`src/sv/pts_pkg.sv`:
```
// Shared types and constants for the Pascal token scanner.
// Holds scan states, token kinds, operator codes and character codes.
// No dependencies; imported by every module of the block.
`default_nettype none

package pts_pkg;

   // default widths of the numeric and length fields
   localparam int MANTISSA_BITS_DEF = 32;
   localparam int LENGTH_BITS_DEF   = 16;

   // fixed field widths
   localparam int CHAR_W = 8;
   localparam int KIND_W = 3;
   localparam int OP_W   = 5;
   localparam int FRAC_W = 4;

   // token queue depth (two pushes per item at most)
   localparam int TQ_DEPTH = 4;

   typedef enum logic [3:0] {
      ST_IDLE   = 4'd0,
      ST_COLON  = 4'd1,
      ST_LT     = 4'd2,
      ST_GT     = 4'd3,
      ST_DOT    = 4'd4,
      ST_SLASH  = 4'd5,
      ST_LINE   = 4'd6,
      ST_LPAREN = 4'd7,
      ST_PCOM   = 4'd8,
      ST_PSTAR  = 4'd9,
      ST_BRACE  = 4'd10,
      ST_STRING = 4'd11,
      ST_INT    = 4'd12,
      ST_INTDOT = 4'd13,
      ST_FRAC   = 4'd14
   } scan_state_type;

   typedef enum logic [KIND_W-1:0] {
      KIND_OP   = 3'd0,
      KIND_INT  = 3'd1,
      KIND_REAL = 3'd2,
      KIND_STR  = 3'd3,
      KIND_COM  = 3'd4,
      KIND_ERR  = 3'd5
   } tok_kind_type;

   // operator codes
   localparam logic [OP_W-1:0] OP_ASSIGN   = 5'd0;
   localparam logic [OP_W-1:0] OP_COLON    = 5'd1;
   localparam logic [OP_W-1:0] OP_NE       = 5'd2;
   localparam logic [OP_W-1:0] OP_LE       = 5'd3;
   localparam logic [OP_W-1:0] OP_LT       = 5'd4;
   localparam logic [OP_W-1:0] OP_GE       = 5'd5;
   localparam logic [OP_W-1:0] OP_GT       = 5'd6;
   localparam logic [OP_W-1:0] OP_SEMI     = 5'd7;
   localparam logic [OP_W-1:0] OP_DOT      = 5'd8;
   localparam logic [OP_W-1:0] OP_ELLIPSIS = 5'd9;
   localparam logic [OP_W-1:0] OP_PLUS     = 5'd10;
   localparam logic [OP_W-1:0] OP_MINUS    = 5'd11;
   localparam logic [OP_W-1:0] OP_SLASH    = 5'd12;
   localparam logic [OP_W-1:0] OP_EQ       = 5'd13;
   localparam logic [OP_W-1:0] OP_STAR     = 5'd14;
   localparam logic [OP_W-1:0] OP_LPAREN   = 5'd15;
   localparam logic [OP_W-1:0] OP_RPAREN   = 5'd16;
   localparam logic [OP_W-1:0] OP_LBRACK   = 5'd17;
   localparam logic [OP_W-1:0] OP_RBRACK   = 5'd18;

   // character codes
   localparam logic [CHAR_W-1:0] CH_NL     = 8'h0A;
   localparam logic [CHAR_W-1:0] CH_SPACE  = 8'h20;
   localparam logic [CHAR_W-1:0] CH_AMP    = 8'h26;
   localparam logic [CHAR_W-1:0] CH_QUOTE  = 8'h27;
   localparam logic [CHAR_W-1:0] CH_LPAREN = 8'h28;
   localparam logic [CHAR_W-1:0] CH_RPAREN = 8'h29;
   localparam logic [CHAR_W-1:0] CH_STAR   = 8'h2A;
   localparam logic [CHAR_W-1:0] CH_PLUS   = 8'h2B;
   localparam logic [CHAR_W-1:0] CH_MINUS  = 8'h2D;
   localparam logic [CHAR_W-1:0] CH_DOT    = 8'h2E;
   localparam logic [CHAR_W-1:0] CH_SLASH  = 8'h2F;
   localparam logic [CHAR_W-1:0] CH_0      = 8'h30;
   localparam logic [CHAR_W-1:0] CH_9      = 8'h39;
   localparam logic [CHAR_W-1:0] CH_COLON  = 8'h3A;
   localparam logic [CHAR_W-1:0] CH_SEMI   = 8'h3B;
   localparam logic [CHAR_W-1:0] CH_LT     = 8'h3C;
   localparam logic [CHAR_W-1:0] CH_EQ     = 8'h3D;
   localparam logic [CHAR_W-1:0] CH_GT     = 8'h3E;
   localparam logic [CHAR_W-1:0] CH_LBRACK = 8'h5B;
   localparam logic [CHAR_W-1:0] CH_RBRACK = 8'h5D;
   localparam logic [CHAR_W-1:0] CH_LBRACE = 8'h7B;
   localparam logic [CHAR_W-1:0] CH_RBRACE = 8'h7D;

   // token pushes from the scanner into the result queue
   typedef struct packed {
      logic push_a;
      logic push_b;
   } tok_push_type;

endpackage

`default_nettype wire

```
`src/sv/pts_core.sv`:
```
// Scanner core: input register, scan state and the single-pass token logic.
// Produces up to two queue entries per item. Depends on pts_pkg.
`default_nettype none

module pts_core #(
   parameter int MANTISSA_BITS = pts_pkg::MANTISSA_BITS_DEF,
   parameter int LENGTH_BITS   = pts_pkg::LENGTH_BITS_DEF
) (
   input  wire logic                         clock,
   input  wire logic                         reset,
   input  wire logic                         req_tvalid,
   output logic                              req_tready,
   input  wire logic [pts_pkg::CHAR_W-1:0]   req_char,
   input  wire logic                         req_eoi,
   input  wire logic                         room,
   output pts_pkg::tok_push_type             push,
   output logic [1+pts_pkg::KIND_W+pts_pkg::OP_W+MANTISSA_BITS+pts_pkg::FRAC_W
                 +LENGTH_BITS-1:0]           ent_a,
   output logic [1+pts_pkg::KIND_W+pts_pkg::OP_W+MANTISSA_BITS+pts_pkg::FRAC_W
                 +LENGTH_BITS-1:0]           ent_b
);
   import pts_pkg::*;

   localparam int M     = MANTISSA_BITS;
   localparam int L     = LENGTH_BITS;
   localparam int TOK_W = KIND_W + L + FRAC_W + M + OP_W;

   // input register
   logic              in_vld_ff, in_vld_in;
   logic [CHAR_W-1:0] in_char_ff;
   logic              in_eoi_ff;
   logic              fire;

   // scan state
   scan_state_type    st_ff, st_in;
   logic [M-1:0]      acc_ff, acc_in;
   logic [FRAC_W-1:0] frac_ff, frac_in;
   logic [L-1:0]      tcnt_ff, tcnt_in;

   // token {kind, len, frac, mant, op}
   function automatic logic [TOK_W-1:0] tok_make(tok_kind_type k, logic [OP_W-1:0] op,
                                                 logic [M-1:0] mant,
                                                 logic [FRAC_W-1:0] fr,
                                                 logic [L-1:0] len);
      return {k, len, fr, mant, op};
   endfunction

   function automatic logic [TOK_W-1:0] op_tok(logic [OP_W-1:0] op);
      return tok_make(KIND_OP, op, '0, '0, '0);
   endfunction

   assign fire       = in_vld_ff && room;
   assign req_tready = !in_vld_ff || fire;
   assign in_vld_in  = (req_tvalid && req_tready) || (in_vld_ff && !fire);

   always_ff @(posedge clock) begin
      if (reset) begin
         in_vld_ff <= 1'b0;
      end else begin
         in_vld_ff <= in_vld_in;
      end
   end

   always_ff @(posedge clock) begin
      if (req_tvalid && req_tready) begin
         in_char_ff <= req_char;
         in_eoi_ff  <= req_eoi;
      end
   end

   // digit accumulate with saturation: acc*10+d as two shifted adds
   logic              is_dig;
   logic [3:0]        dig_val;
   logic [M+3:0]      acc_x10;
   logic [M-1:0]      acc_add;
   logic [L-1:0]      tcnt_inc;
   logic [FRAC_W-1:0] frac_inc;

   assign is_dig   = (in_char_ff >= CH_0) && (in_char_ff <= CH_9);
   assign dig_val  = in_char_ff[3:0];   // low nibble of an ASCII digit is its value
   assign acc_x10  = {1'b0, acc_ff, 3'b000} + {3'b000, acc_ff, 1'b0} + (M+4)'(dig_val);
   assign acc_add  = (acc_x10[M+3:M] != 4'd0) ? {M{1'b1}} : acc_x10[M-1:0];
   assign tcnt_inc = (&tcnt_ff) ? tcnt_ff : L'(tcnt_ff + 1'b1);
   assign frac_inc = (&frac_ff) ? frac_ff : FRAC_W'(frac_ff + 1'b1);

   // scan of a character from idle
   logic             idle_emit, idle_tcnt1, idle_digit;
   logic [TOK_W-1:0] idle_tok;
   scan_state_type   idle_st;

   always_comb begin
      idle_emit  = 1'b0;
      idle_tcnt1 = 1'b0;
      idle_digit = 1'b0;
      idle_tok   = '0;
      idle_st    = ST_IDLE;
      case (in_char_ff)
         CH_SPACE, CH_NL: ;
         CH_COLON:  idle_st = ST_COLON;
         CH_LT:     idle_st = ST_LT;
         CH_GT:     idle_st = ST_GT;
         CH_DOT:    idle_st = ST_DOT;
         CH_SLASH:  idle_st = ST_SLASH;
         CH_LPAREN: idle_st = ST_LPAREN;
         CH_LBRACE: begin
            idle_tcnt1 = 1'b1;
            idle_st    = ST_BRACE;
         end
         CH_QUOTE: begin
            idle_tcnt1 = 1'b1;
            idle_st    = ST_STRING;
         end
         CH_SEMI:   begin idle_emit = 1'b1; idle_tok = op_tok(OP_SEMI);     end
         CH_PLUS:   begin idle_emit = 1'b1; idle_tok = op_tok(OP_PLUS);     end
         CH_MINUS:  begin idle_emit = 1'b1; idle_tok = op_tok(OP_MINUS);    end
         CH_EQ:     begin idle_emit = 1'b1; idle_tok = op_tok(OP_EQ);       end
         CH_STAR:   begin idle_emit = 1'b1; idle_tok = op_tok(OP_STAR);     end
         CH_RPAREN: begin idle_emit = 1'b1; idle_tok = op_tok(OP_RPAREN);   end
         CH_LBRACK: begin idle_emit = 1'b1; idle_tok = op_tok(OP_LBRACK);   end
         CH_RBRACK: begin idle_emit = 1'b1; idle_tok = op_tok(OP_RBRACK);   end
         CH_AMP:    begin idle_emit = 1'b1; idle_tok = op_tok(OP_ELLIPSIS); end
         default: begin
            if (is_dig) begin
               idle_digit = 1'b1;
               idle_st    = ST_INT;
            end else begin
               idle_emit = 1'b1;
               idle_tok  = tok_make(KIND_ERR, '0, '0, '0, '0);
            end
         end
      endcase
   end

   // pending token of the current state
   logic             flush_emit;
   logic [TOK_W-1:0] flush_tok;

   always_comb begin
      flush_emit = 1'b1;
      flush_tok  = '0;
      case (st_ff)
         ST_COLON:  flush_tok = op_tok(OP_COLON);
         ST_LT:     flush_tok = op_tok(OP_LT);
         ST_GT:     flush_tok = op_tok(OP_GT);
         ST_DOT:    flush_tok = op_tok(OP_DOT);
         ST_SLASH:  flush_tok = op_tok(OP_SLASH);
         ST_LPAREN: flush_tok = op_tok(OP_LPAREN);
         ST_LINE, ST_PCOM, ST_PSTAR, ST_BRACE:
            flush_tok = tok_make(KIND_COM, '0, '0, '0, tcnt_ff);
         ST_STRING: flush_tok = tok_make(KIND_STR, '0, '0, '0, tcnt_ff);
         ST_INT:    flush_tok = tok_make(KIND_INT, '0, acc_ff, '0, '0);
         ST_INTDOT, ST_FRAC:
            flush_tok = tok_make(KIND_REAL, '0, acc_ff, frac_ff, '0);
         default:   flush_emit = 1'b0;
      endcase
   end

   // next state and tokens for the item in the input register
   logic             emit_a, emit_b, again, use_idle;
   logic [TOK_W-1:0] tok_a, tok_b;

   always_comb begin
      st_in    = st_ff;
      acc_in   = acc_ff;
      frac_in  = frac_ff;
      tcnt_in  = tcnt_ff;
      emit_a   = 1'b0;
      emit_b   = 1'b0;
      tok_a    = '0;
      tok_b    = '0;
      again    = 1'b0;
      use_idle = 1'b0;
      if (in_eoi_ff) begin
         emit_a = flush_emit;
         tok_a  = flush_tok;
         st_in  = ST_IDLE;
      end else begin
         case (st_ff)
            ST_IDLE: use_idle = 1'b1;
            ST_COLON: begin
               if (in_char_ff == CH_EQ) begin
                  emit_a = 1'b1; tok_a = op_tok(OP_ASSIGN); st_in = ST_IDLE;
               end else again = 1'b1;
            end
            ST_LT: begin
               if (in_char_ff == CH_GT) begin
                  emit_a = 1'b1; tok_a = op_tok(OP_NE); st_in = ST_IDLE;
               end else if (in_char_ff == CH_EQ) begin
                  emit_a = 1'b1; tok_a = op_tok(OP_LE); st_in = ST_IDLE;
               end else again = 1'b1;
            end
            ST_GT: begin
               if (in_char_ff == CH_EQ) begin
                  emit_a = 1'b1; tok_a = op_tok(OP_GE); st_in = ST_IDLE;
               end else again = 1'b1;
            end
            ST_DOT: begin
               if (in_char_ff == CH_DOT) begin
                  emit_a = 1'b1; tok_a = op_tok(OP_ELLIPSIS); st_in = ST_IDLE;
               end else again = 1'b1;
            end
            ST_SLASH: begin
               if (in_char_ff == CH_SLASH) begin
                  tcnt_in = L'(2); st_in = ST_LINE;
               end else again = 1'b1;
            end
            ST_LINE: begin
               // newline ends the comment and is not counted
               if (in_char_ff == CH_NL) begin
                  emit_a = 1'b1;
                  tok_a  = tok_make(KIND_COM, '0, '0, '0, tcnt_ff);
                  st_in  = ST_IDLE;
               end else tcnt_in = tcnt_inc;
            end
            ST_LPAREN: begin
               if (in_char_ff == CH_STAR) begin
                  tcnt_in = L'(2); st_in = ST_PCOM;
               end else again = 1'b1;
            end
            ST_PCOM: begin
               tcnt_in = tcnt_inc;
               if (in_char_ff == CH_STAR) st_in = ST_PSTAR;
            end
            ST_PSTAR: begin
               tcnt_in = tcnt_inc;
               if (in_char_ff == CH_RPAREN) begin
                  emit_a = 1'b1;
                  tok_a  = tok_make(KIND_COM, '0, '0, '0, tcnt_inc);
                  st_in  = ST_IDLE;
               end else if (in_char_ff != CH_STAR) st_in = ST_PCOM;
            end
            ST_BRACE: begin
               tcnt_in = tcnt_inc;
               if (in_char_ff == CH_RBRACE) begin
                  emit_a = 1'b1;
                  tok_a  = tok_make(KIND_COM, '0, '0, '0, tcnt_inc);
                  st_in  = ST_IDLE;
               end
            end
            ST_STRING: begin
               tcnt_in = tcnt_inc;
               if (in_char_ff == CH_QUOTE) begin
                  emit_a = 1'b1;
                  tok_a  = tok_make(KIND_STR, '0, '0, '0, tcnt_inc);
                  st_in  = ST_IDLE;
               end
            end
            ST_INT: begin
               if (is_dig) acc_in = acc_add;
               else if (in_char_ff == CH_DOT) st_in = ST_INTDOT;
               else again = 1'b1;
            end
            ST_INTDOT: begin
               // number followed by two points: int then ellipsis
               if (in_char_ff == CH_DOT) begin
                  emit_a = 1'b1;
                  tok_a  = tok_make(KIND_INT, '0, acc_ff, '0, '0);
                  emit_b = 1'b1;
                  tok_b  = op_tok(OP_ELLIPSIS);
                  st_in  = ST_IDLE;
               end else if (is_dig) begin
                  acc_in  = acc_add;
                  frac_in = FRAC_W'(1);
                  st_in   = ST_FRAC;
               end else again = 1'b1;
            end
            ST_FRAC: begin
               if (is_dig) begin
                  acc_in  = acc_add;
                  frac_in = frac_inc;
               end else again = 1'b1;
            end
            default: use_idle = 1'b1;
         endcase

         // pending token goes first, then the character is scanned afresh
         if (again) begin
            emit_a = 1'b1;
            tok_a  = flush_tok;
            emit_b = idle_emit;
            tok_b  = idle_tok;
         end else if (use_idle) begin
            emit_a = idle_emit;
            tok_a  = idle_tok;
         end
         if (again || use_idle) begin
            st_in = idle_st;
            if (idle_tcnt1) tcnt_in = L'(1);
            if (idle_digit) begin
               acc_in  = M'(dig_val);
               frac_in = '0;
            end
         end
      end
   end

   assign push.push_a = fire && emit_a;
   assign push.push_b = fire && emit_b;
   assign ent_a       = {!emit_b, tok_a};
   assign ent_b       = {1'b1, tok_b};

   always_ff @(posedge clock) begin
      if (reset) begin
         st_ff   <= ST_IDLE;
         acc_ff  <= '0;
         frac_ff <= '0;
         tcnt_ff <= '0;
      end else if (fire) begin
         st_ff   <= st_in;
         acc_ff  <= acc_in;
         frac_ff <= frac_in;
         tcnt_ff <= tcnt_in;
      end
   end

   // end of input always leaves the scanner idle
   a_eoi_idle: assert property (@(posedge clock) disable iff (reset)
      fire && in_eoi_ff |=> st_ff == ST_IDLE)
      else $error("scanner not idle after end of input");

   // text tokens start with a nonzero count
   a_text_cnt: assert property (@(posedge clock) disable iff (reset)
      (st_ff == ST_LINE || st_ff == ST_PCOM || st_ff == ST_PSTAR ||
       st_ff == ST_BRACE || st_ff == ST_STRING) |-> tcnt_ff != '0)
      else $error("text count zero inside string or comment");

   // the second slot is only used behind the first
   a_push_order: assert property (@(posedge clock) disable iff (reset)
      push.push_b |-> push.push_a)
      else $error("second token pushed without first");

   // flushing an idle scanner yields nothing
   a_idle_flush: assert property (@(posedge clock) disable iff (reset)
      fire && in_eoi_ff && st_ff == ST_IDLE |-> !push.push_a)
      else $error("token produced by idle flush");

endmodule

`default_nettype wire

```
`src/sv/pts_tokq.sv`:
```
// Result queue: small register array taking up to two tokens per cycle.
// Drives the result channel from its head entry. Depends on pts_pkg.
`default_nettype none

module pts_tokq #(
   parameter int ENT_W = 61
) (
   input  wire logic               clock,
   input  wire logic               reset,
   input  pts_pkg::tok_push_type   push,
   input  wire logic [ENT_W-1:0]   ent_a,
   input  wire logic [ENT_W-1:0]   ent_b,
   input  wire logic               pop_ready,
   output logic                    head_valid,
   output logic [ENT_W-1:0]        head_ent,
   output logic                    room
);
   import pts_pkg::*;

   localparam int PTR_W = $clog2(TQ_DEPTH);
   localparam int CNT_W = $clog2(TQ_DEPTH + 1);

   logic [ENT_W-1:0] mem_ff [TQ_DEPTH];
   logic [PTR_W-1:0] wr_ptr_ff, wr_ptr_in, rd_ptr_ff, rd_ptr_in;
   logic [CNT_W-1:0] cnt_ff, cnt_in;
   logic [PTR_W-1:0] wr_ptr_b;
   logic             pop;

   assign head_valid = cnt_ff != '0;
   assign head_ent   = mem_ff[rd_ptr_ff];
   assign pop        = head_valid && pop_ready;
   // room for two more tokens regardless of this cycle's pop
   assign room       = cnt_ff <= CNT_W'(TQ_DEPTH - 2);
   assign wr_ptr_b   = PTR_W'(wr_ptr_ff + 1'b1);

   // pointer and fill count update
   always_comb begin
      wr_ptr_in = PTR_W'(wr_ptr_ff + CNT_W'(push.push_a) + CNT_W'(push.push_b));
      rd_ptr_in = PTR_W'(rd_ptr_ff + PTR_W'(pop));
      cnt_in    = CNT_W'(cnt_ff + CNT_W'(push.push_a) + CNT_W'(push.push_b)
                         - CNT_W'(pop));
   end

   always_ff @(posedge clock) begin
      if (reset) begin
         wr_ptr_ff <= '0;
         rd_ptr_ff <= '0;
         cnt_ff    <= '0;
      end else begin
         wr_ptr_ff <= wr_ptr_in;
         rd_ptr_ff <= rd_ptr_in;
         cnt_ff    <= cnt_in;
      end
   end

   // entry storage
   always_ff @(posedge clock) begin
      if (push.push_a) mem_ff[wr_ptr_ff] <= ent_a;
      if (push.push_b) mem_ff[wr_ptr_b]  <= ent_b;
   end

   a_cnt_max: assert property (@(posedge clock) disable iff (reset)
      cnt_ff <= CNT_W'(TQ_DEPTH))
      else $error("token queue overfilled");

   a_push_room: assert property (@(posedge clock) disable iff (reset)
      push.push_a |-> cnt_ff <= CNT_W'(TQ_DEPTH - 2))
      else $error("token pushed without room");

   a_empty_ptrs: assert property (@(posedge clock) disable iff (reset)
      cnt_ff == '0 |-> wr_ptr_ff == rd_ptr_ff)
      else $error("queue pointers differ while empty");

endmodule

`default_nettype wire

```
`src/sv/pascal_token_scanner.sv`:
```
// Top level of the Pascal token scanner: stream ports, core and result queue.
// Depends on pts_pkg, pts_core and pts_tokq.
//
//   channel  dir  tdata                                   tuser            tlast
//   req      in   [7:0] char_code                         end_of_input     -
//   rsp      out  operator_code, mantissa, fraction_digits, token_kind     last_result
//                 text_length (lowest first, zero padded)
//
// One character item is taken per cycle while the queue has room; its tokens pass through
// the input register, then the result queue, before they appear on the result channel.
// An item causing two tokens gives the result side two entries to take; the four-entry queue
// absorbs that, and the core holds its item while fewer than two entries are free.
// Reset is synchronous and active high; it empties both registers and idles the scan.
// A stalled result side fills the queue, then the input register, then drops req_tready.
`default_nettype none

module pascal_token_scanner #(
   parameter int MANTISSA_BITS = pts_pkg::MANTISSA_BITS_DEF,
   parameter int LENGTH_BITS   = pts_pkg::LENGTH_BITS_DEF
) (
   input  wire logic                      clock,
   input  wire logic                      reset,
   input  wire logic                      req_tvalid,
   output logic                           req_tready,
   input  wire logic [7:0]                req_tdata,   // [7:0] char_code
   input  wire logic                      req_tuser,   // end_of_input
   output logic                           rsp_tvalid,
   input  wire logic                      rsp_tready,
   // operator_code, mantissa, fraction_digits, text_length, zero pad
   output logic [(((pts_pkg::OP_W + MANTISSA_BITS + pts_pkg::FRAC_W + LENGTH_BITS + 7)
                   >> 3) << 3) - 1:0]     rsp_tdata,
   output logic [pts_pkg::KIND_W-1:0]     rsp_tuser,   // token_kind
   output logic                           rsp_tlast    // last_result
);
   import pts_pkg::*;

   localparam int DATA_W  = OP_W + MANTISSA_BITS + FRAC_W + LENGTH_BITS;
   localparam int TDATA_W = ((DATA_W + 7) >> 3) << 3;
   localparam int ENT_W   = 1 + KIND_W + DATA_W;

   tok_push_type     push;
   logic [ENT_W-1:0] ent_a, ent_b, head_ent;
   logic             room;

   pts_core #(
      .MANTISSA_BITS (MANTISSA_BITS),
      .LENGTH_BITS   (LENGTH_BITS)
   ) u_core (
      .clock      (clock),
      .reset      (reset),
      .req_tvalid (req_tvalid),
      .req_tready (req_tready),
      .req_char   (req_tdata),
      .req_eoi    (req_tuser),
      .room       (room),
      .push       (push),
      .ent_a      (ent_a),
      .ent_b      (ent_b)
   );

   pts_tokq #(
      .ENT_W (ENT_W)
   ) u_tokq (
      .clock      (clock),
      .reset      (reset),
      .push       (push),
      .ent_a      (ent_a),
      .ent_b      (ent_b),
      .pop_ready  (rsp_tready),
      .head_valid (rsp_tvalid),
      .head_ent   (head_ent),
      .room       (room)
   );

   // entry layout: {last, kind, len, frac, mant, op}
   assign rsp_tlast = head_ent[ENT_W-1];
   assign rsp_tuser = head_ent[ENT_W-2 -: KIND_W];
   assign rsp_tdata = TDATA_W'(head_ent[DATA_W-1:0]);

endmodule

`default_nettype wire

```
`config.mk`:
```
export PLATFORM = sky130hd
export DESIGN_NAME = pascal_token_scanner
export DESIGN_NICKNAME = d
export VERILOG_FILES = /design/src/sv/pts_pkg.sv /design/src/sv/pts_core.sv /design/src/sv/pts_tokq.sv /design/src/sv/pascal_token_scanner.sv
export SDC_FILE = /design/constraint.sdc
export NUM_CORES = 1
export LEC_CHECK = 0
export ABC_AREA = 0
export BUFFER_PORTS_ARGS = -buffer_cell sky130_fd_sc_hd__buf_2
export CELL_PAD_IN_SITES_DETAIL_PLACEMENT = 0
export CELL_PAD_IN_SITES_GLOBAL_PLACEMENT = 1
export CORE_UTILIZATION = 51
export DETAILED_ROUTE_END_ITERATION = 7
export PLACE_DENSITY = 0.84
export SETUP_SLACK_MARGIN = 0.1
export SLEW_MARGIN = 20
export SYNTH_ARGS = -nofsm -noshare
export SYNTH_HDL_FRONTEND = slang
export SYNTH_HIERARCHICAL = 1
export SYNTH_SLANG_ARGS = --single-unit
```
`constraint.sdc`:
```
create_clock -name clock -period 11.4 [get_ports clock]
set_input_delay 2.85 -clock clock [delete_from_list [all_inputs] [get_ports clock]]
set_output_delay 2.85 -clock clock [all_outputs]
set_load 0.01 [all_outputs]
```
==> flow_summary_export.csv, run 1 <==
group,metric,value,unit
grt,antenna_found_initial,0,
layout,stdcell_count,2316,
layout,num-fill-cells,3225,
clocking,clock-sinks,317,
worst_hold_path,hold_class,"reg -> reg",
clocking,cts_setup_buffers,0,
sta,setup_violations,0,
clocking,cts_resized,0,
sta,worst_pin_slew,1.12,ns
grt,grt_max_degree,62,
detailed_routing,wl_per_cell,22.5,µm
layout,n_antenna_cell,0,
logic_synthesis,ys_types,85,
logic_synthesis,synthCells,1755,
worst_setup_path,worstPathRequired,8.55,ns
sta,worst_slack,5.71,ns
worst_setup_path,cp-end-kind,"output port",
placement,pre_cts_ws,6.06,ns
clocking,clkTransAtPathRegs,0.06,ns
clocking,cts_root_buf,"clkbuf_16",
logic_synthesis,synth_area,20100,µm²
clocking,clockBufferDepth,3,
floorplanning,core-area,38700,µm²
worst_setup_path,cp.arrival,2.84,ns
power_and_ir_drop,ir_worst_vdd,0.000100,V
flow_run,max_cap_viol_count,0,
sta,hold_viol_final,0,
logic_synthesis,synth_top_area_cell,"edfxtp_1",
floorplanning,rows,72,
clocking,clk_latency,0.57,ns
sta,tns,0,ns
logic_synthesis,yosys-top-cells-area,"edfxtp_1, mux2_2, mux4_2",
grt,grt.overflow.total,0,
logic_synthesis,yosysTopAreaCellShare,0.378,
detailed_routing,totalWireLength,52.0,mm
floorplanning,num_io_pins,83,
sta,period_share,0.499,
worst_setup_path,setup.worst_path.end,"rsp_tdata[15]",
power_and_ir_drop,power.total,3.26,mW
clocking,htreeDepth,2,
detailed_routing,dr.pass1.iters,5,
worst_setup_path,r2r_cells,12,
layout,final_cell_mix,"edfxtp_1, mux2_2, a21oi_1",
detailed_routing,vias,14377,
clocking,cts_buffers,37,
floorplanning,initial_core_util,0.519,
logic_synthesis,synth_warnings,6,
logic_synthesis,syn_avg_cell_area,11.5,µm²
layout,nNetsFinal,1855,
worst_setup_path,r2r_start,"u_core/in_char_ff[1]",
sta,rsz0062_at_grt,"no",
logic_synthesis,synth_ff_type,"edfxtp_1",
detailed_routing,ant_nets,0,
power_and_ir_drop,p_leak,8.00,nW
power_and_ir_drop,powerDensity,150,nW/µm²
placement,gp_congestion,1.01,
floorplanning,die-area,40200,µm²
sta,min_period,5.69,ns
worst_setup_path,start_kind,"flip-flop",
grt,grt_pass1_wl,81.8,mm
placement,dp_hpwl,33.9,mm
grt,grt_use_total,0.259,
sta,final_max_slew_viol_count,0,
clocking,hold_buffers,0,
worst_setup_path,startpoint,"u_tokq/rd_ptr_ff[0]",
logic_synthesis,synth-edff-count,253,
detailed_routing,avgViaCountPerCell,6.21,
sta,finalClockSkew,0.0207,ns
layout,area_delta_synth_final,8.24,%
floorplanning,die_h,201,µm
floorplanning,die_w,201,µm
logic_synthesis,ys_ff_latch,317,
sta,slew_headroom,0.254,
detailed_routing,drc,0,
logic_synthesis,ys_seq_area_frac,0.442,
worst_setup_path,r2r_slack,5.95,ns
logic_synthesis,async_reset_ff_frac,0,
layout,drive_gt1_frac,0.277,
detailed_routing,drtIter0Drc,1157,
grt,grt_pass1_vias,14276,
worst_setup_path,critPathKind,"reg -> out",
worst_setup_path,reg2reg_to,"u_tokq/mem_ff[0][22]",
worst_setup_path,cp_max_fo,37,
placement,port_buffers,75,
run_status,outcome,"complete, no violations",
clocking,tritoncts,"yes",
layout,mostFrequentLayoutCell,"edfxtp_1",
placement,dp.cells,2248,
sta,fmax,176,MHz
## how the worst min path moves through the flow
| stage | startpoint | end | slack [ns] | cells after the start |
|---|---|---|---|---|
| after CTS | u_core/tcnt_ff[11] | u_core/tcnt_ff[11] | 0.51 | 2 |
| after global routing | u_core/tcnt_ff[11] | u_core/tcnt_ff[11] | 0.54 | 2 |
| final | u_core/tcnt_ff[11] | u_core/tcnt_ff[11] | 0.51 | 2 |
| after global placement | u_core/tcnt_ff[11] | u_core/tcnt_ff[11] | 0.49 | 2 |
| after floorplan | u_core/acc_ff[13] | u_core/acc_ff[13] | 0.47 | 2 |
| after detailed placement | u_core/tcnt_ff[11] | u_core/tcnt_ff[11] | 0.50 | 2 |
## area by class of cell
class,instances,area (µm²),share of cell area
timing repair buffer,97,541,0.0248
clock inverter,25,244,0.0112
inverter,23,86.3,0.00397
tap,518,648,0.0298
clock buffer,43,980,0.0450
sequential,317,8880,0.408
multi-input combinational,1293,10400,0.477
## registers in the layout, summed over array words and instances, names as in the netlist, 3 cells and up
register and cells:
u_core/frac_ff 4, u_core/acc_ff 32, u_tokq/cnt_ff 3, u_core/st_ff 4
u_core/in_char_ff 8, u_core/tcnt_ff 16, u_tokq/mem_ff 244
## through the flow
step	hold slack (ns)	utilization	instance area, µm²
after CTS	0.509	0.561	21700
after floorplan	0.470	-	20300
final	0.515	0.562	21800
after detailed placement	0.500	0.530	20500
after global routing	0.538	0.562	21800
after global placement	0.490	0.530	20500
## cell usage after synthesis (15+ instances only)
cell type  instances
nor2_1           100
ha_1              68
clkbuf_1          65
xnor2_1           19
inv_1             22
o21ai_0           53
buf_4             63
dfxtp_1           64
o21ai_1           34
nand2_1          106
nand3_1           34
edfxtp_1         253
a21o_1            16
and2_1            16
buf_2             37
nor2b_1           48
or3_1             17
o31ai_1           25
nor3_1            28
nand4_1           17
mux2_2           240
a31oi_1           28
mux4_2            61
xor2_1            15
a21oi_1          113
## routing by layer
metal	vias up	GRT usage	wire, µm
met2	508	0.411	24500
met3	89	0.0427	3380
met5	-	0	0
met4	0	0.0812	1270
li1	6643	-	-
met1	7137	0.365	22900
## critical path: stages, from the launching register on
cell	delay [ns]
dfxtp_4	0.72
buf_4	0.73
mux4_2	0.65
buf_2	0.17
## power breakdown
part / switching (mW) / leakage, nW / internal [mW]
Sequential: 0.0787 / 2.84 / 1.32
Combinational: 0.381 / 4.57 / 0.296
Clock: 0.498 / 0.590 / 0.693
## logic make-up (layout without fill, tap and decap cells)
kind of cell	Yosys count	count (layout)	synth area share
xor gates and xnor gates	34	34	0.0148
DFF	317	317	0.442
other	3	61	0.000560
buffers and inverters	203	188	0.0565
adders and majority gates	73	73	0.0473
muxes	310	310	0.208
and+or+nand+nor	433	433	0.112
AOI/OAI and AO/OA	382	382	0.120
No activity file was read; power rests on OpenSTA's default activity.
==> run 2, diff against run 1 <==
Clock period 11.4 ns to 5.9 ns, I/O delays scaled along.
==> run 2 against run 1 <==
Clock power rose by 82%. Non-clock buffer count rose by 7. Die area did not move.
==> flow_summary_export.csv, run 2 (synthesis gave the netlist of run 1 again) <==
group,metric,value,unit
run_status,outcome,"complete, no violations",
worst_setup_path,cp_max_fo,49,
grt,grt_max_degree,62,
clocking,cts_buffers,37,
sta,final_max_slew_viol_count,0,
layout,postLayoutCellArea,21800,µm²
layout,reg_top3,"u_tokq/mem_ff: 244 flops, u_core/acc_ff: 32 flops, u_core/tcnt_ff: 16 flops",
clocking,cts_resized,0,
layout,regMostFlops,"u_tokq/mem_ff",
floorplanning,die_h,201,µm
sta,period_share,0.836,
detailed_routing,totalWireLength,50.4,mm
grt,grt_pass1_vias,14067,
layout,largest_reg_flops,244,
worst_setup_path,slowest_stage,"edfxtp_1",
sta,slew_headroom,0.274,
sta,fmax,203,MHz
clocking,clk_latency,0.55,ns
floorplanning,rows,72,
clocking,clkTransAtPathRegs,0.06,ns
placement,dp_hpwl,34.0,mm
clocking,clockBufferDepth,3,
layout,mostFrequentLayoutCell,"edfxtp_1",
placement,port_buffers,75,
clocking,htreeDepth,2,
layout,drive_gt1_frac,0.273,
clocking,hold_buffers,0,
worst_setup_path,cp-end-kind,"flip-flop",
worst_setup_path,slowest_delay,0.90,ns
sta,worst_pin_slew,1.09,ns
layout,nNetsFinal,1862,
flow_run,max_cap_viol_count,0,
sta,rsz0062_at_grt,"no",
power_and_ir_drop,ir_worst_vdd,0.000208,V
detailed_routing,drc,0,
detailed_routing,wl_per_cell,21.7,µm
power_and_ir_drop,powerDensity,283,nW/µm²
layout,final_cell_mix,"edfxtp_1, mux2_2, a21oi_1",
worst_setup_path,cp.arrival,5.13,ns
sta,tns,0,ns
worst_setup_path,start_kind,"flip-flop",
detailed_routing,drtIter0Drc,996,
worst_setup_path,worstPathRequired,6.09,ns
detailed_routing,ant_nets,0,
floorplanning,num_io_pins,83,
worst_hold_path,hold_class,"reg -> reg",
grt,grt_use_total,0.251,
placement,pre_cts_ws,1.04,ns
sta,hold_viol_final,0,
worst_setup_path,critPathKind,"reg -> reg",
floorplanning,core-area,38700,µm²
detailed_routing,vias,14254,
clocking,cts_setup_buffers,0,
power_and_ir_drop,p_leak,8.01,nW
grt,antenna_found_initial,1,
worst_setup_path,worstPathCellList,"o21ai_0 -> and2_1 -> buf_4 -> nor4_1 -> a21oi_1 -> or2_2 -> nor2_1 -> mux2i_1 -> nor2b_4 -> buf_12",
layout,fin_util,0.562,
sta,worst_slack,0.968,ns
layout,area_delta_synth_final,8.27,%
sta,holdWs,0.519,ns
sta,finalClockSkew,0.0317,ns
placement,gp_congestion,0.953,
clocking,clock-sinks,317,
floorplanning,die-area,40200,µm²
sta,setup_violations,0,
clocking,cts_root_buf,"clkbuf_16",
worst_setup_path,r2r_cells,10,
floorplanning,die_w,201,µm
sta,min_period,4.93,ns
grt,grt.overflow.total,0,
clocking,tritoncts,"yes",
worst_hold_path,hold_path_depth,2,
floorplanning,initial_core_util,0.519,
placement,dpl_cell_area,20600,µm²
grt,grt_pass1_wl,79.8,mm
detailed_routing,dr.pass1.iters,5,
detailed_routing,avgViaCountPerCell,6.13,
layout,num-fill-cells,3273,
run 2: cell count changes in the layout (fill, tap and decap cells not counted), sizes merged:
cell,delta
buf,+7
inv,+1
clkbuf,+8
clkinv,-3
clkinvlp,-4
diode,+1
bufinv,-2
run 2: path summary, 6_finish.rpt:
kind | startpoint | slack [ns] | end
setup / recovery | u_core/in_char_ff[2] | 0.97 | u_tokq/mem_ff[3][23]
hold reg to reg | u_core/tcnt_ff[11] | 0.52 | u_core/tcnt_ff[11]
setup reg to reg | u_core/in_char_ff[2] | 0.97 | u_tokq/mem_ff[3][23]
hold / removal | u_core/tcnt_ff[11] | 0.52 | u_core/tcnt_ff[11]
run 2: metrics by stage:
stage               power, mW  cells
finish                   6.17   2324
CTS                      6.21   2323
floorplan                3.63   1813
global route             6.41   2323
global placement         4.04   2255
detailed placement       4.06   2255
run 2: cell type report:
class,instances,area (µm²),area share
repair buffers,104,643,0.0296
multi-input cells,1293,10400,0.476
well taps,518,648,0.0298
clock buffers,51,1000,0.0459
diodes,1,2.50,0.000115
inverters,23,86.3,0.00397
clock inverters,17,135,0.00621
flip-flops and latches,317,8880,0.408
run 2: critical path, delay by kind of cell, from the launching register on:
family,cells,cell delay (ns)
compound gates,2,0.43
buf+inv,2,0.57
simple gates,5,2.27
mux,1,0.37
flops,1,0.90
run 2: per-layer routing:
metal / track usage / up-vias / wire length (µm)
li1: - / 6656 / -
met3: 0.0320 / 69 / 2720
met1: 0.337 / 7054 / 21700
met2: 0.424 / 475 / 24800
met4: 0.0766 / 0 / 1200
met5: 0 / - / 0
run 2: where the power goes:
group	leakage [nW]	total (mW)	switching (mW)	internal (mW)
combinational	4.62	1.32	0.741	0.580
sequential	2.84	2.69	0.151	2.54
clock	0.549	2.16	0.916	1.24
total	8.01	6.17	1.81	4.36
